### src/hdl/wav_stereo_stream_deframer_assert.svh
// Assertion macros used by the deframer parser front end (wssd_front).
// Each macro names a clock and a synchronous reset and checks one implication.
`ifndef WAV_STEREO_STREAM_DEFRAMER_ASSERT_SVH
`define WAV_STEREO_STREAM_DEFRAMER_ASSERT_SVH

// The consequent must hold in the same cycle as the antecedent.
`define WSSD_ASSERT_NOW(name, clk, rst, ante, cons) \
   name: assert property (@(posedge clk) disable iff (rst) (ante) |-> (cons)) \
      else $error("wssd: same-cycle implication failed");

// The consequent must hold in the cycle after the antecedent.
`define WSSD_ASSERT_NEXT(name, clk, rst, ante, cons) \
   name: assert property (@(posedge clk) disable iff (rst) (ante) |=> (cons)) \
      else $error("wssd: next-cycle implication failed");

`endif

### src/hdl/wssd_pkg.sv
// Shared types and constants for the WAV stereo stream deframer.
// No dependencies; the parser, queue, output stage and top level use this package.
`default_nettype none

package wssd_pkg;

   // Default number of entries in the queue between the parser and the output stage.
   localparam int unsigned WSSD_QUEUE_DEPTH = 2;

   // Little-endian chunk tags and the required format fields.
   localparam logic [31:0] TAG_RIFF        = 32'h4646_4952;
   localparam logic [31:0] TAG_WAVE        = 32'h4556_4157;
   localparam logic [31:0] TAG_FMT         = 32'h2074_6D66;
   localparam logic [31:0] TAG_DATA        = 32'h6174_6164;
   localparam logic [31:0] PCM_FORMAT_TAG  = 32'h0000_0001;
   localparam logic [31:0] STEREO_CHANNELS = 32'h0000_0002;

   typedef enum logic [1:0] {
      ST_PAIR   = 2'd0,
      ST_FORMAT = 2'd1,
      ST_DONE   = 2'd2,
      ST_ERROR  = 2'd3
   } wssd_status_type;

   typedef enum logic [2:0] {
      ERR_NONE      = 3'd0,
      ERR_RIFF      = 3'd1,
      ERR_WAVE      = 3'd2,
      ERR_FMT       = 3'd3,
      ERR_TAG       = 3'd4,
      ERR_CHANNELS  = 3'd5,
      ERR_DATA_TAG  = 3'd6,
      ERR_TRUNCATED = 3'd7
   } wssd_error_kind_type;

   // One queued result: everything except the header values.
   typedef struct packed {
      wssd_status_type     status;
      wssd_error_kind_type kind;
      logic [15:0]         left;
      logic [15:0]         right;
   } wssd_entry_type;

   // Header values held by the parser and shown in every result.
   typedef struct packed {
      logic [31:0] rate_hz;
      logic [31:0] byte_rate;
      logic [15:0] block_align;
      logic [15:0] sample_bits;
      logic [31:0] riff_length;
   } wssd_header_type;

endpackage

`default_nettype wire

### src/hdl/wssd_req_if.sv
// Byte input channel of the deframer: valid/ready plus one file byte or an end mark.
// No dependencies.
`default_nettype none

interface wssd_req_if;
   logic       valid;
   logic       ready;
   logic [7:0] data_byte;
   logic       end_of_file;

   modport source (output valid, output data_byte, output end_of_file, input ready);
   modport sink   (input valid, input data_byte, input end_of_file, output ready);
endinterface

`default_nettype wire

### src/hdl/wssd_rsp_if.sv
// Result channel of the deframer: valid/ready plus status, samples and header values.
// No dependencies.
`default_nettype none

interface wssd_rsp_if;
   logic        valid;
   logic        ready;
   logic [1:0]  status;
   logic [2:0]  error_kind;
   logic [15:0] left_sample;
   logic [15:0] right_sample;
   logic [31:0] rate_hz;
   logic [31:0] byte_rate;
   logic [15:0] block_align;
   logic [15:0] sample_bits;
   logic [31:0] riff_length;

   modport source (
      output valid, input ready,
      output status, output error_kind, output left_sample, output right_sample,
      output rate_hz, output byte_rate, output block_align, output sample_bits,
      output riff_length
   );
   modport sink (
      input valid, output ready,
      input status, input error_kind, input left_sample, input right_sample,
      input rate_hz, input byte_rate, input block_align, input sample_bits,
      input riff_length
   );
endinterface

`default_nettype wire

### src/hdl/wssd_front.sv
// Parser front end: accepts file bytes, walks the RIFF/WAVE header and data chunks,
// and pushes result entries into the queue. Uses wssd_pkg, wssd_req_if and the macros.
`default_nettype none
`include "wav_stereo_stream_deframer_assert.svh"

module wssd_front (
   input  wire logic                     clock,
   input  wire logic                     reset,
   wssd_req_if.sink                      req_chan,
   input  wire logic                     queue_full,
   output logic                          push,
   output wssd_pkg::wssd_entry_type      push_entry,
   output wssd_pkg::wssd_header_type     header
);
   import wssd_pkg::*;

   typedef enum logic [3:0] {
      PH_RIFF_TAG,
      PH_RIFF_LEN,
      PH_WAVE_TAG,
      PH_FMT_TAG,
      PH_FMT_LEN,
      PH_FMT_CODE,
      PH_CHANS,
      PH_RATE,
      PH_BRATE,
      PH_ALIGN,
      PH_BITS,
      PH_CHUNK_TAG,
      PH_CHUNK_LEN,
      PH_DATA,
      PH_DONE,
      PH_ERROR
   } phase_type;

   phase_type           phase_ff, phase_in;
   logic [1:0]          count_ff, count_in;
   logic [31:0]         shift_ff, shift_in;
   logic [31:0]         riff_len_ff, riff_len_in;
   logic [31:0]         rate_ff, rate_in;
   logic [31:0]         brate_ff, brate_in;
   logic [15:0]         align_ff, align_in;
   logic [15:0]         bits_ff, bits_in;
   logic [31:0]         chunk_left_ff, chunk_left_in;
   logic [23:0]         pair_ff, pair_in;
   wssd_error_kind_type kind_ff, kind_in;

   logic        accept;
   logic        two_byte;
   logic        last_byte;
   logic [31:0] field_val;
   logic [7:0]  data;

   function automatic wssd_entry_type make_entry(
      input wssd_status_type     st,
      input wssd_error_kind_type kd,
      input logic [15:0]         l,
      input logic [15:0]         r
   );
      wssd_entry_type e;
      e.status = st;
      e.kind   = kd;
      e.left   = l;
      e.right  = r;
      return e;
   endfunction

   // The parser takes a byte whenever the queue has room for its possible result.
   assign req_chan.ready = !queue_full;
   assign accept         = req_chan.valid && !queue_full;
   assign data           = req_chan.data_byte;

   // Field assembly: little-endian, two or four bytes depending on the phase.
   assign two_byte  = (phase_ff == PH_FMT_CODE) || (phase_ff == PH_CHANS) ||
                      (phase_ff == PH_ALIGN) || (phase_ff == PH_BITS);
   assign last_byte = (count_ff == 2'd3) || (two_byte && (count_ff == 2'd1));
   assign field_val = shift_ff | ({24'd0, data} << {count_ff, 3'b000});

   // Next-state logic for one accepted item.
   always_comb begin
      phase_in      = phase_ff;
      count_in      = count_ff;
      shift_in      = shift_ff;
      riff_len_in   = riff_len_ff;
      rate_in       = rate_ff;
      brate_in      = brate_ff;
      align_in      = align_ff;
      bits_in       = bits_ff;
      chunk_left_in = chunk_left_ff;
      pair_in       = pair_ff;
      kind_in       = kind_ff;
      push          = 1'b0;
      push_entry    = make_entry(ST_PAIR, ERR_NONE, 16'd0, 16'd0);

      if (accept) begin
         case (phase_ff)
            PH_ERROR: begin
               push       = 1'b1;
               push_entry = make_entry(ST_ERROR, kind_ff, 16'd0, 16'd0);
            end
            PH_DONE: begin
               push       = 1'b1;
               push_entry = make_entry(ST_DONE, ERR_NONE, 16'd0, 16'd0);
            end
            default: begin
               if (req_chan.end_of_file) begin
                  // End of file is clean only before the first byte of a chunk tag.
                  push = 1'b1;
                  if ((phase_ff == PH_CHUNK_TAG) && (count_ff == 2'd0)) begin
                     phase_in   = PH_DONE;
                     push_entry = make_entry(ST_DONE, ERR_NONE, 16'd0, 16'd0);
                  end else begin
                     phase_in   = PH_ERROR;
                     kind_in    = ERR_TRUNCATED;
                     push_entry = make_entry(ST_ERROR, ERR_TRUNCATED, 16'd0, 16'd0);
                  end
               end else if (phase_ff == PH_DATA) begin
                  // Payload: gather four bytes into a left/right pair.
                  if (count_ff != 2'd3) begin
                     pair_in  = pair_ff | ({16'd0, data} << {count_ff, 3'b000});
                     count_in = count_ff + 2'd1;
                  end else begin
                     push       = 1'b1;
                     push_entry = make_entry(ST_PAIR, ERR_NONE, pair_ff[15:0],
                                             {data, pair_ff[23:16]});
                     count_in   = 2'd0;
                     pair_in    = 24'd0;
                  end
                  chunk_left_in = chunk_left_ff - 32'd1;
                  // The chunk ends after exactly its stated length; a partial pair is dropped.
                  if (chunk_left_ff == 32'd1) begin
                     phase_in = PH_CHUNK_TAG;
                     count_in = 2'd0;
                     shift_in = 32'd0;
                     pair_in  = 24'd0;
                  end
               end else if (!last_byte) begin
                  shift_in = field_val;
                  count_in = count_ff + 2'd1;
               end else begin
                  shift_in = 32'd0;
                  count_in = 2'd0;
                  case (phase_ff)
                     PH_RIFF_TAG: begin
                        if (field_val != TAG_RIFF) begin
                           phase_in   = PH_ERROR;
                           kind_in    = ERR_RIFF;
                           push       = 1'b1;
                           push_entry = make_entry(ST_ERROR, ERR_RIFF, 16'd0, 16'd0);
                        end else begin
                           phase_in = PH_RIFF_LEN;
                        end
                     end
                     PH_RIFF_LEN: begin
                        riff_len_in = field_val;
                        phase_in    = PH_WAVE_TAG;
                     end
                     PH_WAVE_TAG: begin
                        if (field_val != TAG_WAVE) begin
                           phase_in   = PH_ERROR;
                           kind_in    = ERR_WAVE;
                           push       = 1'b1;
                           push_entry = make_entry(ST_ERROR, ERR_WAVE, 16'd0, 16'd0);
                        end else begin
                           phase_in = PH_FMT_TAG;
                        end
                     end
                     PH_FMT_TAG: begin
                        if (field_val != TAG_FMT) begin
                           phase_in   = PH_ERROR;
                           kind_in    = ERR_FMT;
                           push       = 1'b1;
                           push_entry = make_entry(ST_ERROR, ERR_FMT, 16'd0, 16'd0);
                        end else begin
                           phase_in = PH_FMT_LEN;
                        end
                     end
                     PH_FMT_LEN: begin
                        phase_in = PH_FMT_CODE;
                     end
                     PH_FMT_CODE: begin
                        if (field_val != PCM_FORMAT_TAG) begin
                           phase_in   = PH_ERROR;
                           kind_in    = ERR_TAG;
                           push       = 1'b1;
                           push_entry = make_entry(ST_ERROR, ERR_TAG, 16'd0, 16'd0);
                        end else begin
                           phase_in = PH_CHANS;
                        end
                     end
                     PH_CHANS: begin
                        if (field_val != STEREO_CHANNELS) begin
                           phase_in   = PH_ERROR;
                           kind_in    = ERR_CHANNELS;
                           push       = 1'b1;
                           push_entry = make_entry(ST_ERROR, ERR_CHANNELS, 16'd0, 16'd0);
                        end else begin
                           phase_in = PH_RATE;
                        end
                     end
                     PH_RATE: begin
                        rate_in  = field_val;
                        phase_in = PH_BRATE;
                     end
                     PH_BRATE: begin
                        brate_in = field_val;
                        phase_in = PH_ALIGN;
                     end
                     PH_ALIGN: begin
                        align_in = field_val[15:0];
                        phase_in = PH_BITS;
                     end
                     PH_BITS: begin
                        // The format chunk is complete: report it once.
                        bits_in    = field_val[15:0];
                        phase_in   = PH_CHUNK_TAG;
                        push       = 1'b1;
                        push_entry = make_entry(ST_FORMAT, ERR_NONE, 16'd0, 16'd0);
                     end
                     PH_CHUNK_TAG: begin
                        if (field_val != TAG_DATA) begin
                           phase_in   = PH_ERROR;
                           kind_in    = ERR_DATA_TAG;
                           push       = 1'b1;
                           push_entry = make_entry(ST_ERROR, ERR_DATA_TAG, 16'd0, 16'd0);
                        end else begin
                           phase_in = PH_CHUNK_LEN;
                        end
                     end
                     PH_CHUNK_LEN: begin
                        chunk_left_in = field_val;
                        pair_in       = 24'd0;
                        phase_in      = (field_val == 32'd0) ? PH_CHUNK_TAG : PH_DATA;
                     end
                     default: begin
                        phase_in   = PH_ERROR;
                        kind_in    = ERR_TRUNCATED;
                        push       = 1'b1;
                        push_entry = make_entry(ST_ERROR, ERR_TRUNCATED, 16'd0, 16'd0);
                     end
                  endcase
               end
            end
         endcase
      end
   end

   // Parser state and held header values.
   always_ff @(posedge clock) begin
      if (reset) begin
         phase_ff      <= PH_RIFF_TAG;
         count_ff      <= 2'd0;
         shift_ff      <= 32'd0;
         riff_len_ff   <= 32'd0;
         rate_ff       <= 32'd0;
         brate_ff      <= 32'd0;
         align_ff      <= 16'd0;
         bits_ff       <= 16'd0;
         chunk_left_ff <= 32'd0;
         pair_ff       <= 24'd0;
         kind_ff       <= ERR_NONE;
      end else begin
         phase_ff      <= phase_in;
         count_ff      <= count_in;
         shift_ff      <= shift_in;
         riff_len_ff   <= riff_len_in;
         rate_ff       <= rate_in;
         brate_ff      <= brate_in;
         align_ff      <= align_in;
         bits_ff       <= bits_in;
         chunk_left_ff <= chunk_left_in;
         pair_ff       <= pair_in;
         kind_ff       <= kind_in;
      end
   end

   assign header.rate_hz     = rate_ff;
   assign header.byte_rate   = brate_ff;
   assign header.block_align = align_ff;
   assign header.sample_bits = bits_ff;
   assign header.riff_length = riff_len_ff;

   // An error or done state is never left until reset.
   `WSSD_ASSERT_NEXT(a_error_sticky, clock, reset, phase_ff == PH_ERROR, phase_ff == PH_ERROR)
   `WSSD_ASSERT_NEXT(a_done_sticky, clock, reset, phase_ff == PH_DONE, phase_ff == PH_DONE)
   // Sample pairs come only from chunk payload, and an error result always names a cause.
   `WSSD_ASSERT_NOW(a_pair_in_data, clock, reset, push && (push_entry.status == ST_PAIR), phase_ff == PH_DATA)
   `WSSD_ASSERT_NOW(a_error_has_kind, clock, reset, push && (push_entry.status == ST_ERROR), push_entry.kind != ERR_NONE)

endmodule

`default_nettype wire

### src/hdl/wssd_queue.sv
// Small first-in first-out queue of result entries between the parser and the output stage.
// Uses wssd_pkg for the entry type.
`default_nettype none

module wssd_queue #(
   parameter int unsigned Depth = wssd_pkg::WSSD_QUEUE_DEPTH
) (
   input  wire logic                     clock,
   input  wire logic                     reset,
   input  wire logic                     push,
   input  wssd_pkg::wssd_entry_type      push_entry,
   output logic                          full,
   input  wire logic                     pop,
   output wssd_pkg::wssd_entry_type      pop_entry,
   output logic                          empty
);
   import wssd_pkg::*;

   localparam int unsigned AddrW = (Depth > 1) ? $clog2(Depth) : 1;
   localparam int unsigned CountW = $clog2(Depth + 1);
   localparam logic [AddrW-1:0] LastAddr = AddrW'(Depth - 1);
   localparam logic [CountW-1:0] CountFull = CountW'(Depth);

   wssd_entry_type     entries_ff [Depth];
   logic [AddrW-1:0]   wr_ptr_ff, wr_ptr_in;
   logic [AddrW-1:0]   rd_ptr_ff, rd_ptr_in;
   logic [CountW-1:0]  count_ff, count_in;

   // Pointer wrap and occupancy update.
   always_comb begin
      wr_ptr_in = wr_ptr_ff;
      rd_ptr_in = rd_ptr_ff;
      if (push) begin
         wr_ptr_in = (wr_ptr_ff == LastAddr) ? '0 : wr_ptr_ff + AddrW'(1);
      end
      if (pop) begin
         rd_ptr_in = (rd_ptr_ff == LastAddr) ? '0 : rd_ptr_ff + AddrW'(1);
      end
      case ({push, pop})
         2'b10:   count_in = count_ff + CountW'(1);
         2'b01:   count_in = count_ff - CountW'(1);
         default: count_in = count_ff;
      endcase
   end

   always_ff @(posedge clock) begin
      if (reset) begin
         wr_ptr_ff <= '0;
         rd_ptr_ff <= '0;
         count_ff  <= '0;
      end else begin
         wr_ptr_ff <= wr_ptr_in;
         rd_ptr_ff <= rd_ptr_in;
         count_ff  <= count_in;
      end
   end

   // Entry storage needs no reset; only occupied slots are ever read.
   always_ff @(posedge clock) begin
      if (push) begin
         entries_ff[wr_ptr_ff] <= push_entry;
      end
   end

   assign pop_entry = entries_ff[rd_ptr_ff];
   assign full      = (count_ff == CountFull);
   assign empty     = (count_ff == '0);

endmodule

`default_nettype wire

### src/hdl/wssd_back.sv
// Output stage: pops queued results, joins them with the held header values and
// holds them in the response register. Uses wssd_pkg and wssd_rsp_if.
`default_nettype none

module wssd_back (
   input  wire logic                     clock,
   input  wire logic                     reset,
   input  wire logic                     queue_empty,
   input  wssd_pkg::wssd_entry_type      queue_entry,
   input  wssd_pkg::wssd_header_type     header,
   output logic                          pop,
   wssd_rsp_if.source                    rsp_chan
);
   import wssd_pkg::*;

   logic            valid_ff, valid_in;
   wssd_entry_type  entry_ff;
   wssd_header_type header_ff;

   // Refill the response register whenever it is empty or its transfer completes.
   assign pop      = !queue_empty && (!valid_ff || rsp_chan.ready);
   assign valid_in = pop || (valid_ff && !rsp_chan.ready);

   always_ff @(posedge clock) begin
      if (reset) begin
         valid_ff <= 1'b0;
      end else begin
         valid_ff <= valid_in;
      end
   end

   // Header values no longer change once any result has been queued.
   always_ff @(posedge clock) begin
      if (pop) begin
         entry_ff  <= queue_entry;
         header_ff <= header;
      end
   end

   assign rsp_chan.valid        = valid_ff;
   assign rsp_chan.status       = entry_ff.status;
   assign rsp_chan.error_kind   = entry_ff.kind;
   assign rsp_chan.left_sample  = entry_ff.left;
   assign rsp_chan.right_sample = entry_ff.right;
   assign rsp_chan.rate_hz      = header_ff.rate_hz;
   assign rsp_chan.byte_rate    = header_ff.byte_rate;
   assign rsp_chan.block_align  = header_ff.block_align;
   assign rsp_chan.sample_bits  = header_ff.sample_bits;
   assign rsp_chan.riff_length  = header_ff.riff_length;

endmodule

`default_nettype wire

### src/hdl/wav_stereo_stream_deframer.sv
// WAV stereo stream deframer top level: parser, result queue and output stage.
// Uses wssd_pkg, wssd_req_if, wssd_rsp_if, wssd_front, wssd_queue and wssd_back.
//
// Usage:
// The req_chan channel carries one file byte per transfer, or an end-of-file mark
// (end_of_file high, data_byte ignored). The rsp_chan channel carries at most one
// result per input transfer: a left/right sample pair, a single format-accepted
// report after the fmt chunk, done at a clean end of file, or an error with its kind.
// Every result also carries the held header values.
// Throughput is one byte per clock; the parser takes a byte in every cycle in which
// the result queue has room. A result passes through the queue and the response register
// before it appears on rsp_chan. When the receiver stalls, results collect in the
// queue (QueueDepth entries) and the response register, and req_chan ready drops
// once the queue is full; no result is lost.
// Synchronous reset returns the parser to expecting the RIFF tag, clears the held
// header values and any latched error, and empties the queue; there is no clearing pass.
// After done or an error, every further input transfer answers the same status again.
`default_nettype none

module wav_stereo_stream_deframer #(
   parameter int unsigned QueueDepth = wssd_pkg::WSSD_QUEUE_DEPTH
) (
   input  wire logic   clock,
   input  wire logic   reset,
   wssd_req_if.sink    req_chan,
   wssd_rsp_if.source  rsp_chan
);
   import wssd_pkg::*;

   logic            push;
   logic            pop;
   logic            queue_full;
   logic            queue_empty;
   wssd_entry_type  push_entry;
   wssd_entry_type  pop_entry;
   wssd_header_type header;

   // Front end: byte parsing and classification.
   wssd_front u_front (
      .clock      (clock),
      .reset      (reset),
      .req_chan   (req_chan),
      .queue_full (queue_full),
      .push       (push),
      .push_entry (push_entry),
      .header     (header)
   );

   // Decoupling queue.
   wssd_queue #(
      .Depth (QueueDepth)
   ) u_queue (
      .clock      (clock),
      .reset      (reset),
      .push       (push),
      .push_entry (push_entry),
      .full       (queue_full),
      .pop        (pop),
      .pop_entry  (pop_entry),
      .empty      (queue_empty)
   );

   // Back end: response register.
   wssd_back u_back (
      .clock       (clock),
      .reset       (reset),
      .queue_empty (queue_empty),
      .queue_entry (pop_entry),
      .header      (header),
      .pop         (pop),
      .rsp_chan    (rsp_chan)
   );

endmodule

`default_nettype wire

### src/flat_wrapper.sv
// flat-port wrapper written by rule: the top's interface ports become plain ports
module wav_stereo_stream_deframer_flat import wssd_pkg::*;
#(
   parameter int unsigned QueueDepth = wssd_pkg::WSSD_QUEUE_DEPTH
)
  (clock, reset, req_chan_valid, req_chan_data_byte, req_chan_end_of_file, req_chan_ready, rsp_chan_valid, rsp_chan_ready, rsp_chan_status, rsp_chan_error_kind, rsp_chan_left_sample, rsp_chan_right_sample, rsp_chan_rate_hz, rsp_chan_byte_rate, rsp_chan_block_align, rsp_chan_sample_bits, rsp_chan_riff_length);
  wssd_req_if req_chan_i ();
  wssd_rsp_if rsp_chan_i ();
  input  wire logic clock;
  input  wire logic reset;
  input wire logic [$bits(req_chan_i.valid)-1:0] req_chan_valid;
  input wire logic [$bits(req_chan_i.data_byte)-1:0] req_chan_data_byte;
  input wire logic [$bits(req_chan_i.end_of_file)-1:0] req_chan_end_of_file;
  output wire logic [$bits(req_chan_i.ready)-1:0] req_chan_ready;
  output wire logic [$bits(rsp_chan_i.valid)-1:0] rsp_chan_valid;
  input wire logic [$bits(rsp_chan_i.ready)-1:0] rsp_chan_ready;
  output wire logic [$bits(rsp_chan_i.status)-1:0] rsp_chan_status;
  output wire logic [$bits(rsp_chan_i.error_kind)-1:0] rsp_chan_error_kind;
  output wire logic [$bits(rsp_chan_i.left_sample)-1:0] rsp_chan_left_sample;
  output wire logic [$bits(rsp_chan_i.right_sample)-1:0] rsp_chan_right_sample;
  output wire logic [$bits(rsp_chan_i.rate_hz)-1:0] rsp_chan_rate_hz;
  output wire logic [$bits(rsp_chan_i.byte_rate)-1:0] rsp_chan_byte_rate;
  output wire logic [$bits(rsp_chan_i.block_align)-1:0] rsp_chan_block_align;
  output wire logic [$bits(rsp_chan_i.sample_bits)-1:0] rsp_chan_sample_bits;
  output wire logic [$bits(rsp_chan_i.riff_length)-1:0] rsp_chan_riff_length;
  assign req_chan_i.valid = req_chan_valid;
  assign req_chan_i.data_byte = req_chan_data_byte;
  assign req_chan_i.end_of_file = req_chan_end_of_file;
  assign req_chan_ready = req_chan_i.ready;
  assign rsp_chan_valid = rsp_chan_i.valid;
  assign rsp_chan_i.ready = rsp_chan_ready;
  assign rsp_chan_status = rsp_chan_i.status;
  assign rsp_chan_error_kind = rsp_chan_i.error_kind;
  assign rsp_chan_left_sample = rsp_chan_i.left_sample;
  assign rsp_chan_right_sample = rsp_chan_i.right_sample;
  assign rsp_chan_rate_hz = rsp_chan_i.rate_hz;
  assign rsp_chan_byte_rate = rsp_chan_i.byte_rate;
  assign rsp_chan_block_align = rsp_chan_i.block_align;
  assign rsp_chan_sample_bits = rsp_chan_i.sample_bits;
  assign rsp_chan_riff_length = rsp_chan_i.riff_length;
  wav_stereo_stream_deframer #(.QueueDepth(QueueDepth)) u_core (.clock(clock), .reset(reset), .req_chan(req_chan_i), .rsp_chan(rsp_chan_i));
endmodule
### config.mk
export PLATFORM = sky130hd
export DESIGN_NAME = wav_stereo_stream_deframer_flat
export DESIGN_NICKNAME = d
export VERILOG_FILES = /design/src/hdl/wssd_pkg.sv /design/src/hdl/wssd_req_if.sv /design/src/hdl/wssd_rsp_if.sv /design/src/hdl/wssd_front.sv /design/src/hdl/wssd_queue.sv /design/src/hdl/wssd_back.sv /design/src/hdl/wav_stereo_stream_deframer.sv /design/src/flat_wrapper.sv
export VERILOG_INCLUDE_DIRS = /design/src /design/src/hdl
export SDC_FILE = /design/constraint.sdc
export NUM_CORES = 1
export LEC_CHECK = 0
export ABC_AREA = 0
export BUFFER_PORTS_ARGS = -buffer_cell sky130_fd_sc_hd__buf_2
export CAP_MARGIN = 20
export CORE_MARGIN = 1.5
export CORE_UTILIZATION = 59
export CTS_CLUSTER_DIAMETER = 100
export DETAILED_ROUTE_END_ITERATION = 10
export GPL_TIMING_DRIVEN = 0
export PLACE_DENSITY = 0.79
export SKIP_LAST_GASP = 1
export SLEW_MARGIN = 25
export SYNTH_ARGS = -nofsm -noshare
export SYNTH_HDL_FRONTEND = slang
export SYNTH_HIERARCHICAL = 1
export SYNTH_SLANG_ARGS = --single-unit
### constraint.sdc
create_clock -name clock -period 4.93 [get_ports clock]
set_clock_uncertainty 0.1 [all_clocks]
set_input_delay 0.2465 -clock clock [delete_from_list [all_inputs] [get_ports clock]]
set_output_delay 0.2465 -clock clock [all_outputs]
set_load 0.05 [all_outputs]
==> metrics.txt <==
status=finished clean; syn_nets=1613; count of vias placed by the detailed router=14030; width of the chip=178.7 um; Die Span Y=178.7 um; clock slew seen by the registers of the worst setup and hold paths=60 ps; maximum number of pins on one net before global-route repair=31; worst setup path class=flop to flop; placeable core region=0.03051 mm2; violation count after the first detailed-route iteration=1823; compound-gate portion of the synthesized area=around 14%; setup repair after global routing missed its margin=false; Row Count=64; Top Ports=180; count of yosys warnings during synthesis=6; crit start category=flop; adder-cell area share of the yosys netlist=0.4121%; leading post-synthesis cells by cell area=sky130_fd_sc_hd__edfxtp_1, sky130_fd_sc_hd__dfxtp_1, sky130_fd_sc_hd__a211oi_1; endpoint type of the worst setup path=flop; overall global routing resource usage=31.08%; Worst-Skew Late Latency=570 ps; Simple-Gate Fraction of Synth Area=14.43%; Synth Instances=1594; total routed wirelength=between 50000 and 60000 um; Leakage=0.007661 uW; wire length of the first global-routing pass=75180 um; Tightest Hold Check Type=primary input to flop; Post-Syn Area=0.01822 mm2; total grt overflow=0; first drt pass iteration count=7; last weighted congestion value of the routability-driven placer=between 0.9 and 1; initial cell density of the core=59.72%; half-perimeter wire length after placement=34410 um; Reg2Reg Setup Slack=720 ps; top fanout value on the critical path=10; fraction of final layout cells with drive strength greater than 1=about 20%; ys async rst share=0%; number of enable flip-flop cells after synthesis=approximately 240; top cell type by total area after synthesis=sky130_fd_sc_hd__edfxtp_1; DIE AREA=0.03194 mm2; Period minus WS final=between 4000 and 5000 ps; buffers inserted during post-CTS setup optimization=0; cell area power density=581.5 mW/mm2; transition time of the tightest slew-check pin=1199 ps; Synth Flop Type=sky130_fd_sc_hd__edfxtp_1; Synth top area share=39.39%; count of unique library cells instantiated by Yosys=86; count of antenna-violating nets left after detailed routing=0; DRC violation count after routing=0; final worst-path cycle share=85.46%; Final #Nets=1852; largest family of logic cells by synthesized area=simple AND/OR/NAND/NOR gates; via count of the first global-routing pass=13004; Final Max Tran Viols=0; PortBufs=179; xor-xnor portion of the synthesized cell area=0.3846%; worst slew margin relative to its limit=approximately a fifth; max frequency=0.2373 GHz; share of the core filled with cells=70.25%; mux contribution to synthesized area=2.534%; clk buf depth=3; required time reported for the critical path endpoint=5310 ps; hold violation count in the final report=0; area added between synthesis and finish=17.64%; number of buffers created by CTS=45; wire per inst=around 22 um; TritonCTS clock tree=done; final setup fails=0; cell at the root of the clock tree=sky130_fd_sc_hd__clkbuf_16; sequential cell area fraction in the yosys report=roughly 65%; Crit path arrival time=between 4000 and 5000 ps; mean instance size in the synthesized netlist=between 10 and 15 um2; H-Tree Level Count=2; antenna violations before repair=0; power consumption=approximately 12000 uW; flip-flop and latch count after synthesis=470; # clock sinks=470; worst vdd ir=0.3816 mV; final hold slack=between 30 and 40 ps; quantity of hold-fixing buffers added after cts=2; post-cts gate resize count=0; via/cell ratio=6.189; maximum capacitance violations=0
[cells by family after synthesis]
logic type	Yosys count
compound gates	398
xor+xnor	8
fa+ha+maj	6
buf+inv	129
flops	470
mux	41
simple gates	542
[worst max-delay path: stages (launching register included)]
cell and delay, ps:
sky130_fd_sc_hd__dfxtp_1 390, sky130_fd_sc_hd__buf_4 210, sky130_fd_sc_hd__a31oi_1 890, sky130_fd_sc_hd__nand3_1 210, sky130_fd_sc_hd__nor2_1 350, sky130_fd_sc_hd__nand3_2 270, sky130_fd_sc_hd__o21a_1 290, sky130_fd_sc_hd__nor4b_1 320
sky130_fd_sc_hd__a21oi_1 170, sky130_fd_sc_hd__inv_1 160, sky130_fd_sc_hd__ha_1 280, sky130_fd_sc_hd__or3_1 350, sky130_fd_sc_hd__a21oi_1 140
[final cells by class]
type,instances,area (um2)
fillers,2172,9077
clock buffers,60,1192
flip-flops and latches,470,11800
repair buffers,192,1149
well taps,396,495.5
clock inverters,24,299.0
inverters,17,63.81
multi-input cells,995,5926
plain buffers,112,503.0
diodes,1,2.502
[per-stage QoR]
| step | instance area (um2) | worst slack, ps | cells | TNS [ps] |
|---|---|---|---|---|
| 2_1_floorplan | 18220 | 565.3 | 1594 | 0 |
| 3_3_place_gp | 19610 | -1158 | 2169 | -44010 |
| 3_5_place_dp | 19900 | 896.4 | 2180 | 0 |
| 4_1_cts | 21410 | 884.8 | 2266 | 0 |
| 5_1_grt | 21430 | 696.9 | 2266 | 0 |
| 6_report | 21430 | 716.7 | 2267 | 0 |
[routing by layer]
layer	global-route usage (%)	vias up	wire length, um
met1	44.10	6786	20980
met4	11.32	0	1752
met3	5.280	124	4645
met2	48.26	739	22820
li1	-	6381	-
met5	0	-	0
[report_power, final]
group	internal, uW	switching, uW
registers	4950	198
clock network	1990	1460
logic	837	3030
[placed cells by master, fill, tap and decap left out, drive strengths merged, types with 3 or more instances in the layout]
master / instances
and2: 35
nand2: 54
dfxtp: 231
nand4: 16
inv: 18
mux2i: 3
nor2b: 7
xor2: 4
o211ai: 9
buf: 232
o21a: 6
bufinv: 5
a311oi: 5
a32oi: 4
or3: 7
o21bai: 3
a22oi: 13
nor3b: 5
a21oi: 127
clkinv: 16
nor4b: 4
nand2b: 10
a211oi: 134
nand3b: 5
or2: 4
a31oi: 10
nor4: 21
nand3: 23
or4: 4
ha: 6
edfxtp: 239
mux2: 38
nor3: 69
o22ai: 17
nor2: 269
o31ai: 4
o21ai: 50
xnor2: 4
clkbuf: 130
[path summary, 6_finish.rpt]
path,start,end,cells past startpoint
hold / removal,req_chan_end_of_file,u_core/u_front/kind_ff[0],3
hold reg to reg,u_core/u_front/rate_ff[2],u_core/u_back/rsp_chan.rate_hz[2],0
setup / recovery,u_core/u_front/count_ff[0],u_core/u_queue/count_ff[1],12
setup reg to reg,u_core/u_front/count_ff[0],u_core/u_queue/count_ff[1],12
[sequential cells by signal, indices dropped and copies added, names as in the netlist, 32 cells and up, named ones only]
name and flops:
u_core/u_back/rsp_chan.byte_rate 32, u_core/u_queue/entries_ff 74, u_core/u_back/rsp_chan.rate_hz 32, u_core/u_front/shift_ff 32, u_core/u_front/riff_len_ff 32, u_core/u_back/rsp_chan.riff_length 32, u_core/u_front/rate_ff 32, u_core/u_front/chunk_left_ff 32
u_core/u_front/brate_ff 32
[cells in the mapped netlist (all sizes together), types with 3 or more instances]
cell type and number:
nor2 269, edfxtp 239, dfxtp 231, a211oi 134, a21oi 127, clkbuf 70
nor3 69, nand2 54, o21ai 50, buf 42, mux2 38, and2 35
nand3 23, nor4 21, o22ai 17, inv 16, nand4 16, a22oi 13
a31oi 10, nand2b 10, o211ai 9, nor2b 7, or3 7, ha 6
o21a 6, a311oi 5, nand3b 5, nor3b 5, a32oi 4, nor4b 4
o31ai 4, or2 4, or4 4, xnor2 4, xor2 4, mux2i 3
o21bai 3
Note: power is estimated with default switching activity, not from simulation.
